<file path="src/design/akf_pkg.sv">
package akf_pkg;

	localparam int COV_FRAC_BITS = 24;
	// numerator of a gain: a 32-bit magnitude shifted up by the fraction bits
	localparam int DIV_NUM_W     = 32 + COV_FRAC_BITS;
	localparam int DIV_CNT_W     = $clog2(DIV_NUM_W);
	localparam int PADDR_W       = 4;

	localparam logic [1:0] REG_SAMPLE_PERIOD = 2'd0;
	localparam logic [1:0] REG_ANGLE_NOISE   = 2'd1;
	localparam logic [1:0] REG_BIAS_NOISE    = 2'd2;
	localparam logic [1:0] REG_MEASURE_NOISE = 2'd3;

	localparam logic [30:0] RST_SAMPLE_PERIOD = 31'd167772;
	localparam logic [30:0] RST_ANGLE_NOISE   = 31'd16777;
	localparam logic [30:0] RST_BIAS_NOISE    = 31'd83886;
	localparam logic [30:0] RST_MEASURE_NOISE = 31'd8388608;

	localparam logic signed [31:0] COV_ONE = 32'sd1 <<< COV_FRAC_BITS;

	typedef struct packed {
		logic signed [31:0] measured_angle;
		logic signed [31:0] gyro_rate;
	} akf_in_t;

	typedef struct packed {
		logic signed [31:0] fused_angle;
		logic signed [31:0] corrected_rate;
		logic               saturated;
	} akf_out_t;

	typedef struct packed {
		logic [30:0] sample_period;
		logic [30:0] angle_process_noise;
		logic [30:0] bias_process_noise;
		logic [30:0] measure_noise;
	} akf_cfg_t;

	typedef enum logic [2:0] {
		ST_IDLE,
		ST_MUL,
		ST_WB,
		ST_DIV,
		ST_DONE
	} akf_state_t;

	typedef enum logic [3:0] {
		OP_ANG,
		OP_P00,
		OP_PX,
		OP_P11,
		OP_C00,
		OP_C01,
		OP_C10,
		OP_C11,
		OP_CANG,
		OP_CBIAS
	} akf_op_t;

	typedef struct packed {
		logic    load;
		logic    mul;
		logic    wb;
		logic    div_start;
		logic    out_load;
		akf_op_t op;
	} akf_cmd_t;

	typedef struct packed {
		logic div_done;
	} akf_status_t;

	function automatic logic signed [31:0] sat32(input logic signed [63:0] v);
		if (v > 64'sd2147483647)
			return 32'sh7FFFFFFF;
		else if (v < -64'sd2147483648)
			return 32'sh80000000;
		else
			return v[31:0];
	endfunction

	function automatic logic ovf32(input logic signed [63:0] v);
		return (v > 64'sd2147483647) || (v < -64'sd2147483648);
	endfunction

endpackage

</file>
<file path="src/design/akf_regs.sv">
module akf_regs (
	input  logic                        clk,
	input  logic                        arst_n,
	input  logic                        psel,
	input  logic                        penable,
	input  logic                        pwrite,
	input  logic [akf_pkg::PADDR_W-1:0] paddr,
	input  logic [31:0]                 pwdata,
	output logic [31:0]                 prdata,
	output akf_pkg::akf_cfg_t           cfg
);
	import akf_pkg::*;

	akf_cfg_t    cfg_q;
	logic        wr_en;
	logic [1:0]  idx;

	assign wr_en = psel && penable && pwrite;
	assign idx   = paddr[3:2];

	always_ff @(posedge clk or negedge arst_n) begin
		if (!arst_n) begin
			cfg_q.sample_period       <= RST_SAMPLE_PERIOD;
			cfg_q.angle_process_noise <= RST_ANGLE_NOISE;
			cfg_q.bias_process_noise  <= RST_BIAS_NOISE;
			cfg_q.measure_noise       <= RST_MEASURE_NOISE;
		end else if (wr_en) begin
			unique case (idx)
				REG_SAMPLE_PERIOD: cfg_q.sample_period       <= pwdata[30:0];
				REG_ANGLE_NOISE:   cfg_q.angle_process_noise <= pwdata[30:0];
				REG_BIAS_NOISE:    cfg_q.bias_process_noise  <= pwdata[30:0];
				REG_MEASURE_NOISE: cfg_q.measure_noise       <= pwdata[30:0];
				default: ;
			endcase
		end
	end

	always_comb begin
		unique case (idx)
			REG_SAMPLE_PERIOD: prdata = {1'b0, cfg_q.sample_period};
			REG_ANGLE_NOISE:   prdata = {1'b0, cfg_q.angle_process_noise};
			REG_BIAS_NOISE:    prdata = {1'b0, cfg_q.bias_process_noise};
			REG_MEASURE_NOISE: prdata = {1'b0, cfg_q.measure_noise};
			default:           prdata = '0;
		endcase
	end

	assign cfg = cfg_q;

endmodule

</file>
<file path="config.mk">
export PLATFORM = sky130hd
export DESIGN_NAME = akf_regs
export DESIGN_NICKNAME = d
export VERILOG_FILES = /design/src/design/akf_pkg.sv /design/src/design/akf_regs.sv
export SDC_FILE = /design/constraint.sdc
export NUM_CORES = 1
export LEC_CHECK = 0
export BUFFER_PORTS_ARGS = -buffer_cell sky130_fd_sc_hd__buf_2
export CORE_MARGIN = 1
export CORE_UTILIZATION = 42
export DETAILED_ROUTE_END_ITERATION = 16
export PLACE_DENSITY = 0.78
export SETUP_SLACK_MARGIN = 0.05
export SLEW_MARGIN = 20
export SYNTH_ARGS = -nofsm -noshare
export SYNTH_HDL_FRONTEND = slang
export SYNTH_SLANG_ARGS = --single-unit
</file>
<file path="constraint.sdc">
create_clock -name clk -period 1.14 [get_ports clk]
set_clock_uncertainty 0.1 [all_clocks]
set_input_delay 0.114 -clock clk [delete_from_list [all_inputs] [get_ports clk]]
set_output_delay 0.114 -clock clk [all_outputs]
set_load 0.02 [all_outputs]
</file>
==> impl_metrics.json <==
{
  "clockBufferDepth": 2,
  "max_clock_freq_ghz": 0.559,
  "drt_iter0_drc": 234,
  "grt_setup_unrepaired": "true",
  "clk_pin_slew_ns": 0.06,
  "n_fill_cell": 565,
  "maxCapViolCount": 0,
  "async_flop_share": 1.00,
  "fin_nets": 782,
  "cp-start-kind": "register",
  "violations": "setup timing",
  "largest_register_ffs": 124,
  "gp_congestion": 0.818,
  "finalWorstSetupSlack_ns": -0.650,
  "synth.avg_cell_area_um2": 17.9,
  "antenna-diode-count": 0,
  "post-route-util": 0.863,
  "drc": 0,
  "hold_viol_final": 0,
  "power_leakage_nw": 5.25,
  "synth_commonest_cells": "dfrtp_1, mux2_2, mux4_2",
  "drt_wl_total_um": 22900,
  "synth_area_um2": 5540,
  "finalCritPeriodShare": 1.57,
  "rr_startpoint": "cfg[117]",
  "drive_gt1_frac": 0.826,
  "synth_top_area_frac": 0.443,
  "worstSetupPathType": "register to primary output",
  "antenna_found_initial": 0,
  "synth_seq_cells": 124,
  "ant_nets": 0,
  "powerDensity_nw_per_um2": 2130,
  "coreArea_um2": 12700,
  "arrival_ns": 1.58,
  "worstPathRequired_ns": 0.93,
  "grt_pass1_vias": 5285,
  "synth_edf_count": 0,
  "cts_buffers": 17,
  "cts_htree_levels": 4,
  "dieArea_um2": 13600,
  "grt_pass1_wl_um": 29900,
  "power_mw": 23.4,
  "syn-num-nets": 351,
  "synth_top_cell_by_area": "dfrtp_1",
  "fin_tns_setup_ns": -39.73,
  "grt_start_max_net_pins": 67,
  "run_status": "complete, but fails checks",
  "grt.total_usage": 0.307,
  "place_ws_ns": -0.453,
  "num_io_pins": 197,
  "drv_slew": 0,
  "clock_sinks": 124,
  "synth.distinct_cells": 17,
  "yosysSeqAreaShare": 0.566,
  "cts_root_buf": "clkbuf_16",
  "die_x_um": 117,
  "rows": 41,
  "fp.dieH_um": 117,
  "synth_most_common_cell": "dfrtp_1",
  "wl_per_cell_um": 24.7,
  "yosys_warnings": 0,
  "finalSetupViolCount": 175,
  "netlist_instances": 310,
  "worst-path-max-fanout": 2,
  "startpoint": "cfg[8]",
  "area.growth.synth_to_final_pct": 98.3,
  "overflow": 0,
  "synthFlopType": "dfrtp_1",
  "vias": 4859,
  "synthTopCellsByArea": "dfrtp_1, mux2_2, mux4_2",
  "end_kind": "primary output",
  "place.port_buffers": 192,
  "first_pass_iters": 4,
  "via_per_inst": 5.25,
  "cts_tree": "yes",
  "insertion_delay_ns": 0.42,
  "start_util": 0.435,
  "irDropWorstVdd_uv": 1630,
  "hold_class": "input pin to async pin",
  "fin_crit_ns": 1.79,
  "place_hpwl_um": 10700
}
-- kinds of logic (layout without fill, tap and decap cells) --
logic type / count (synthesis) / after routing / share of synthesized area
flip-flops: 124 / 124 / 0.566
other: 1 / 1 / 0.000677
multiplexers: 155 / 155 / 0.399
AND/OR/NAND/NOR: 6 / 6 / 0.00588
buffers and inverters: 24 / 468 / 0.0283
-- through the flow --
step           instances  instance area [µm²]  hold WS [ns]
6_report             926                11000         0.168
5_1_grt              926                11000         0.211
4_1_cts              866                10200         0.165
3_5_place_dp         791                 7720        0.0529
3_3_place_gp         791                 7720        0.0460
2_1_floorplan        310                 5590        -0.282
-- critical path, stage by stage (launching register included) --
cell	delay [ns]
dfrtp_1	0.43
mux4_2	0.56
buf_6	0.16
-- metal layers --
metal	up-vias	global-route usage	routed length, µm
li1	2032	-	-
met5	-	0	0
met1	2503	0.308	7470
met3	86	0.0814	1190
met4	0	0.183	1290
met2	238	0.570	13000
-- placed cells by master, fill, tap and decap left out --
cell type,count
conb_1,1
nand4_1,1
buf_4,30
clkinv_2,4
inv_2,1
mux2_4,47
or3_4,1
dfrtp_2,3
nor2_4,1
buf_8,1
bufinv_16,3
buf_2,35
mux2_2,77
clkbuf_16,21
nand3_4,1
dfrtp_1,95
mux4_2,31
buf_12,9
or2_1,1
clkbuf_1,1
dlygate4sd3_1,32
clkbuf_8,3
dfstp_2,26
buf_6,324
nor3_4,1
clkinv_4,1
clkinvlp_4,3
-- where the power goes --
part           leakage (nW)  switching, mW  internal (mW)
Sequential             1.47          0.886           5.61
Combinational          3.48           4.50           6.68
Clock                 0.295           2.09           3.60
-- path summary, 6_finish.rpt --
kind,end,slack (ns),cells after the start
max in group asynchronous,cfg[36],0.41,3
worst max-delay path,prdata[8],-0.65,2
worst min-delay path,cfg[42],0.17,3
min in group clk,cfg[72],0.24,4
worst max register to register,cfg[117],-0.07,4
worst min register to register,cfg[19],0.49,1
-- final cells by class --
type | instances | area [µm²] | area share
Clock buffer | 21 | 470 | 0.0429
Clock inverter | 11 | 141 | 0.0129
Inverter | 1 | 3.75 | 0.000342
Multi-Input combinational cell | 162 | 2340 | 0.213
Sequential cell | 124 | 3140 | 0.286
Tap cell | 172 | 215 | 0.0196
Timing Repair Buffer | 435 | 4660 | 0.425
-- repair_timing --
| item | 4_1_cts | 5_1_grt |
|---|---|---|
| gates cloned | 1 | 4 |
| setup endpoints to repair | 197 | 203 |
| hold endpoints to repair | 248 | 0 |
| hold buffers | 32 | 0 |
| resized for setup | 443 | 120 |
| pin swaps | 1 | 4 |
| buffers inserted | 42 | 109 |
Note: power is estimated with default switching activity, not from simulation.
