`config.mk`:
```
export PLATFORM = sky130hd
export DESIGN_NAME = akf_ctrl
export DESIGN_NICKNAME = d
export VERILOG_FILES = /design/src/design/akf_pkg.sv /design/src/design/akf_ctrl.sv
export SDC_FILE = /design/constraint.sdc
export NUM_CORES = 1
export LEC_CHECK = 0
export ABC_AREA = 1
export BUFFER_PORTS_ARGS = -buffer_cell sky130_fd_sc_hd__buf_2
export CORE_AREA = 4 4 41 43
export CTS_CLUSTER_DIAMETER = 100
export DETAILED_ROUTE_END_ITERATION = 16
export DIE_AREA = 0 0 45 47
export MAX_ROUTING_LAYER = met4
export PLACE_DENSITY = 0.62
export SLEW_MARGIN = 15
export SYNTH_ARGS = -nofsm -noshare
export SYNTH_HDL_FRONTEND = slang
export SYNTH_SLANG_ARGS = --single-unit
```
`constraint.sdc`:
```
create_clock -name clk -period 1.8 [get_ports clk]
set_clock_uncertainty 0.2 [all_clocks]
set_input_delay 0.36 -clock clk [delete_from_list [all_inputs] [get_ports clk]]
set_output_delay 0.36 -clock clk [all_outputs]
set_load 0.02 [all_outputs]
```
`src/design/akf_pkg.sv`:
```
package akf_pkg;

	localparam int COV_FRAC_BITS = 24;
	// numerator of a gain: a 32-bit magnitude shifted up by the fraction bits
	localparam int DIV_NUM_W     = 32 + COV_FRAC_BITS;
	localparam int DIV_CNT_W     = $clog2(DIV_NUM_W);
	localparam int PADDR_W       = 4;

	localparam logic [1:0] REG_SAMPLE_PERIOD = 2'd0;
	localparam logic [1:0] REG_ANGLE_NOISE   = 2'd1;
	localparam logic [1:0] REG_BIAS_NOISE    = 2'd2;
	localparam logic [1:0] REG_MEASURE_NOISE = 2'd3;

	localparam logic [30:0] RST_SAMPLE_PERIOD = 31'd167772;
	localparam logic [30:0] RST_ANGLE_NOISE   = 31'd16777;
	localparam logic [30:0] RST_BIAS_NOISE    = 31'd83886;
	localparam logic [30:0] RST_MEASURE_NOISE = 31'd8388608;

	localparam logic signed [31:0] COV_ONE = 32'sd1 <<< COV_FRAC_BITS;

	typedef struct packed {
		logic signed [31:0] measured_angle;
		logic signed [31:0] gyro_rate;
	} akf_in_t;

	typedef struct packed {
		logic signed [31:0] fused_angle;
		logic signed [31:0] corrected_rate;
		logic               saturated;
	} akf_out_t;

	typedef struct packed {
		logic [30:0] sample_period;
		logic [30:0] angle_process_noise;
		logic [30:0] bias_process_noise;
		logic [30:0] measure_noise;
	} akf_cfg_t;

	typedef enum logic [2:0] {
		ST_IDLE,
		ST_MUL,
		ST_WB,
		ST_DIV,
		ST_DONE
	} akf_state_t;

	typedef enum logic [3:0] {
		OP_ANG,
		OP_P00,
		OP_PX,
		OP_P11,
		OP_C00,
		OP_C01,
		OP_C10,
		OP_C11,
		OP_CANG,
		OP_CBIAS
	} akf_op_t;

	typedef struct packed {
		logic    load;
		logic    mul;
		logic    wb;
		logic    div_start;
		logic    out_load;
		akf_op_t op;
	} akf_cmd_t;

	typedef struct packed {
		logic div_done;
	} akf_status_t;

	function automatic logic signed [31:0] sat32(input logic signed [63:0] v);
		if (v > 64'sd2147483647)
			return 32'sh7FFFFFFF;
		else if (v < -64'sd2147483648)
			return 32'sh80000000;
		else
			return v[31:0];
	endfunction

	function automatic logic ovf32(input logic signed [63:0] v);
		return (v > 64'sd2147483647) || (v < -64'sd2147483648);
	endfunction

endpackage

```
`src/design/akf_ctrl.sv`:
```
module akf_ctrl (
	input  logic                 clk,
	input  logic                 arst_n,
	input  logic                 in_valid,
	output logic                 in_stall,
	output logic                 out_valid,
	input  logic                 out_stall,
	output akf_pkg::akf_cmd_t    cmd,
	input  akf_pkg::akf_status_t status
);
	import akf_pkg::*;

	akf_state_t state_q, state_d;
	akf_op_t    op_q;
	logic       out_valid_q;
	logic       out_free;

	assign out_free = !out_valid_q || !out_stall;

	always_comb begin
		state_d = state_q;
		unique case (state_q)
			ST_IDLE: if (in_valid) state_d = ST_MUL;
			ST_MUL:  state_d = ST_WB;
			ST_WB: begin
				if (op_q == OP_P11)
					state_d = ST_DIV;
				else if (op_q == OP_CBIAS)
					state_d = ST_DONE;
				else
					state_d = ST_MUL;
			end
			ST_DIV:  if (status.div_done) state_d = ST_MUL;
			ST_DONE: if (out_free) state_d = ST_IDLE;
			default: state_d = ST_IDLE;
		endcase
	end

	always_comb begin
		cmd           = '0;
		cmd.op        = op_q;
		cmd.load      = (state_q == ST_IDLE) && in_valid;
		cmd.mul       = (state_q == ST_MUL);
		cmd.wb        = (state_q == ST_WB);
		cmd.div_start = (state_q == ST_WB) && (op_q == OP_P11);
		cmd.out_load  = (state_q == ST_DONE) && out_free;
		in_stall      = (state_q != ST_IDLE);
		out_valid     = out_valid_q;
	end

	always_ff @(posedge clk or negedge arst_n) begin
		if (!arst_n) begin
			state_q     <= ST_IDLE;
			op_q        <= OP_ANG;
			out_valid_q <= 1'b0;
		end else begin
			state_q <= state_d;
			if (cmd.load)
				op_q <= OP_ANG;
			else if ((state_q == ST_WB && op_q != OP_P11 && op_q != OP_CBIAS)
					|| (state_q == ST_DIV && status.div_done))
				op_q <= akf_op_t'(op_q + 4'd1);
			if (cmd.out_load)
				out_valid_q <= 1'b1;
			else if (!out_stall)
				out_valid_q <= 1'b0;
		end
	end

endmodule

```
==> out/qor.csv <==
stage,metric,value,unit
run_status,outcome,"finished, final reports clean",
timing,period utilization,97.0,%
yosys,most frequent cell after synthesis,nand2_1,
floorplan,width of the die,45,um
worst_setup_path,Critical Path RT,1240,ps
global_routing,vias in the first global route,500,
placed_design,GPL Wtd Cong,0.802,
yosys,cell count after synthesis,79,
final_layout,Diodes inserted,0,
yosys,Cell variety after synth,16,
detailed_routing,drt total wl,1400,um
floorplan,row count,13,
yosys,number of synthesized flops with an enable pin,0,
timing,worst hold slack,126,ps
floorplan,Core Footprint,1300,um^2
yosys,Post-synth ARST share,100,%
floorplan,Initial Util,41.6,%
worst_setup_path,crit path from,state_q[1],
global_routing,GRT overflow,0,
placed_design,Inst Count DP,111,
floorplan,die height,47,um
power,Leakage,0.000442,uW
worst_setup_path,critical path class,flip-flop to output pin,
timing,Slew HR,87.7,%
floorplan,Die ar.,2120,um^2
detailed_routing,wire per inst,11.8,um
global_routing,first-pass GRT wire length,2060,um
worst_hold_path,HP Class,input pin to flip-flop,
detailed_routing,DRC viols,0,
worst_hold_path,Hold Crit Depth,3,
timing,Setup Viol. Count Final,0,
final_layout,Area growth syn-to-layout,41.8,%
yosys,"top cells by count, synth","nand2_1 (21), inv_1 (13), nand3_1 (10), nor2_1 (10), dfrtp_1 (8)",
yosys,ys flop type,dfrtp_1,
worst_setup_path,maximum fanout along the worst path,6,
clock_tree,Clock Sinks,8,
placed_design,cell area after placement,651,um^2
detailed_routing,DR vias/cell,4.77,
power,VDD IR max,0.000767,V
clock_tree,CTS Root Cell,clkbuf_4,
yosys,Syn Nets,86,
yosys,post-synthesis average cell area,6.86,um^2
final_layout,Final Cell Area,768,um^2
timing,Fmax,572,MHz
yosys,register area share after synthesis,37.0,%
global_routing,largest net degree at the start of global routing,9,
global_routing,Total GRT Usage,14.7,%
worst_setup_path,crit path capture type,output pin,
yosys,Post-Synthesis Cell Area,542,um^2
timing,Slew @ Worst Pin,185,ps
yosys,dominant cells by area after synthesis,"dfrtp_1 (37%), nand2_1 (15%), nand3_1 (9.2%)",
detailed_routing,Post-DRT Antenna Nets,0,
yosys,"area leader, netlist",dfrtp_1,
timing,final setup margin,53.2,ps
power,pwr dens,1680,nW/um^2
final_layout,share of cells above drive strength 1,42.3,%
clock_tree,H-tree depth,1,
detailed_routing,DRT iter0 DRCs,11,
worst_setup_path,reg2reg start,op_q[0],
timing,"Slew Viols, Final",0,
final_layout,Final Non-Filler Cells,119,
worst_setup_path,worst reg-to-reg path cell count,6,
worst_setup_path,Worst R2R End,op_q[1],
worst_setup_path,CP Launch Type,flip-flop,
placed_design,Buffers on Ports,15,
detailed_routing,Pre-antenna DRT Iters,4,
global_routing,antenna violations before repair,0,
detailed_routing,vias after detailed routing,568,
placed_design,DP HPWL,952,um
timing,Final min period,1750,ps
placed_design,Post-Place Setup Slack,180,ps
clock_tree,"CTS clk-pin slew, worst paths",50,ps
yosys,Yosys top cell area share,37.0,%
final_layout,Post-layout nets,113,
clock_tree,CTS tree,built,
worst_hold_path,worst hold endpoint,out_valid,
yosys,#FFs+latches synth,8,
worst_hold_path,hold path startpoint,out_stall,
clock_tree,worst skew pair latency,260,ps
worst_setup_path,crit path DAT,1190,ps
worst_setup_path,Reg2Reg Setup Slack,210,ps
yosys,synth warn,0,
flow_run,Max-Cap Viols,0,
clock_tree,Clock Path Buffers,2,
clock_tree,TritonCTS Buffers,3,
timing,final hold viol count,0,
floorplan,Ports,16,
per-layer routing:
metal  track usage, %  share of wire (%)  vias up
li1                 -                  -      296
met1             15.8                 42      254
met2             22.9                 51       14
met3             5.75                5.2        4
met4             8.77                2.2        0
met5                -                  0        -
placed cells by master, fill, tap and decap left out, types with 4 or more instances in the layout:
master	instances
nand2_1	20
buf_2	11
inv_1	10
nor2_1	9
nand3_1	8
buf_4	8
inv_2	5
nand3_2	4
dfrtp_1	4
dfrtp_2	4
worst max-delay path, cell delays in order (launching register included):
cell     delay, ps
dfrtp_2        460
nor2_4         170
nand2_2         70
nor2_1          90
buf_4          140
layout make-up:
cell class                 count  area, um^2
multi-input combinational     56         318
sequential                     8         205
fill                         133         533
tap                           15        18.8
inverter                      15        56.3
clock buffer                   3        22.5
timing repair buffer          22         148
per-stage QoR:
stage	power (uW)	TNS (ps)	utilization, %
5_1_grt	1410	-31.8	59.0
2_1_floorplan	834	0	-
3_5_place_dp	1040	0	50.0
4_1_cts	1210	-29.6	53.7
6_report	1290	0	59.0
3_3_place_gp	1040	0	50.0
worst max-delay path by stage:
stage and end:
2_1_floorplan cmd[5], 3_3_place_gp cmd[5], 3_5_place_dp cmd[5], 4_1_cts cmd[8], 5_1_grt cmd[4], 6_report cmd[4]
power breakdown:
part | internal, uW | total [uW] | leakage [uW] | switching (uW)
Sequential | 254 | 365 | 0.0000984 | 111
Clock | 76.5 | 140 | 0.0000138 | 63.8
Combinational | 305 | 789 | 0.000330 | 484
Total | 635 | 1290 | 0.000442 | 659
logic make-up after synthesis:
group                      synth area share (%)
AOI/OAI and AO/OA                          3.69
adders and majority gates                  4.62
buffers and inverters                      10.4
DFF                                        37.0
and+or+nand+nor                            44.3
state kept, by name, summed over array words and instances (netlist names):
name / flops
op_q: 4
state_q: 3
out_valid: 1
what timing repair did:
| item | in CTS | in global routing |
|---|---|---|
| gates resized for setup | 4 | 16 |
| setup buffers | 1 | 3 |
| cloned | 0 | 0 |
| endpoints found under the setup margin | 3 | 4 |
| endpoints found under the hold margin | 8 | 0 |
| hold buffers | 1 | 0 |
| pin swaps | 0 | 5 |
No activity file was read; power rests on OpenSTA's default activity.
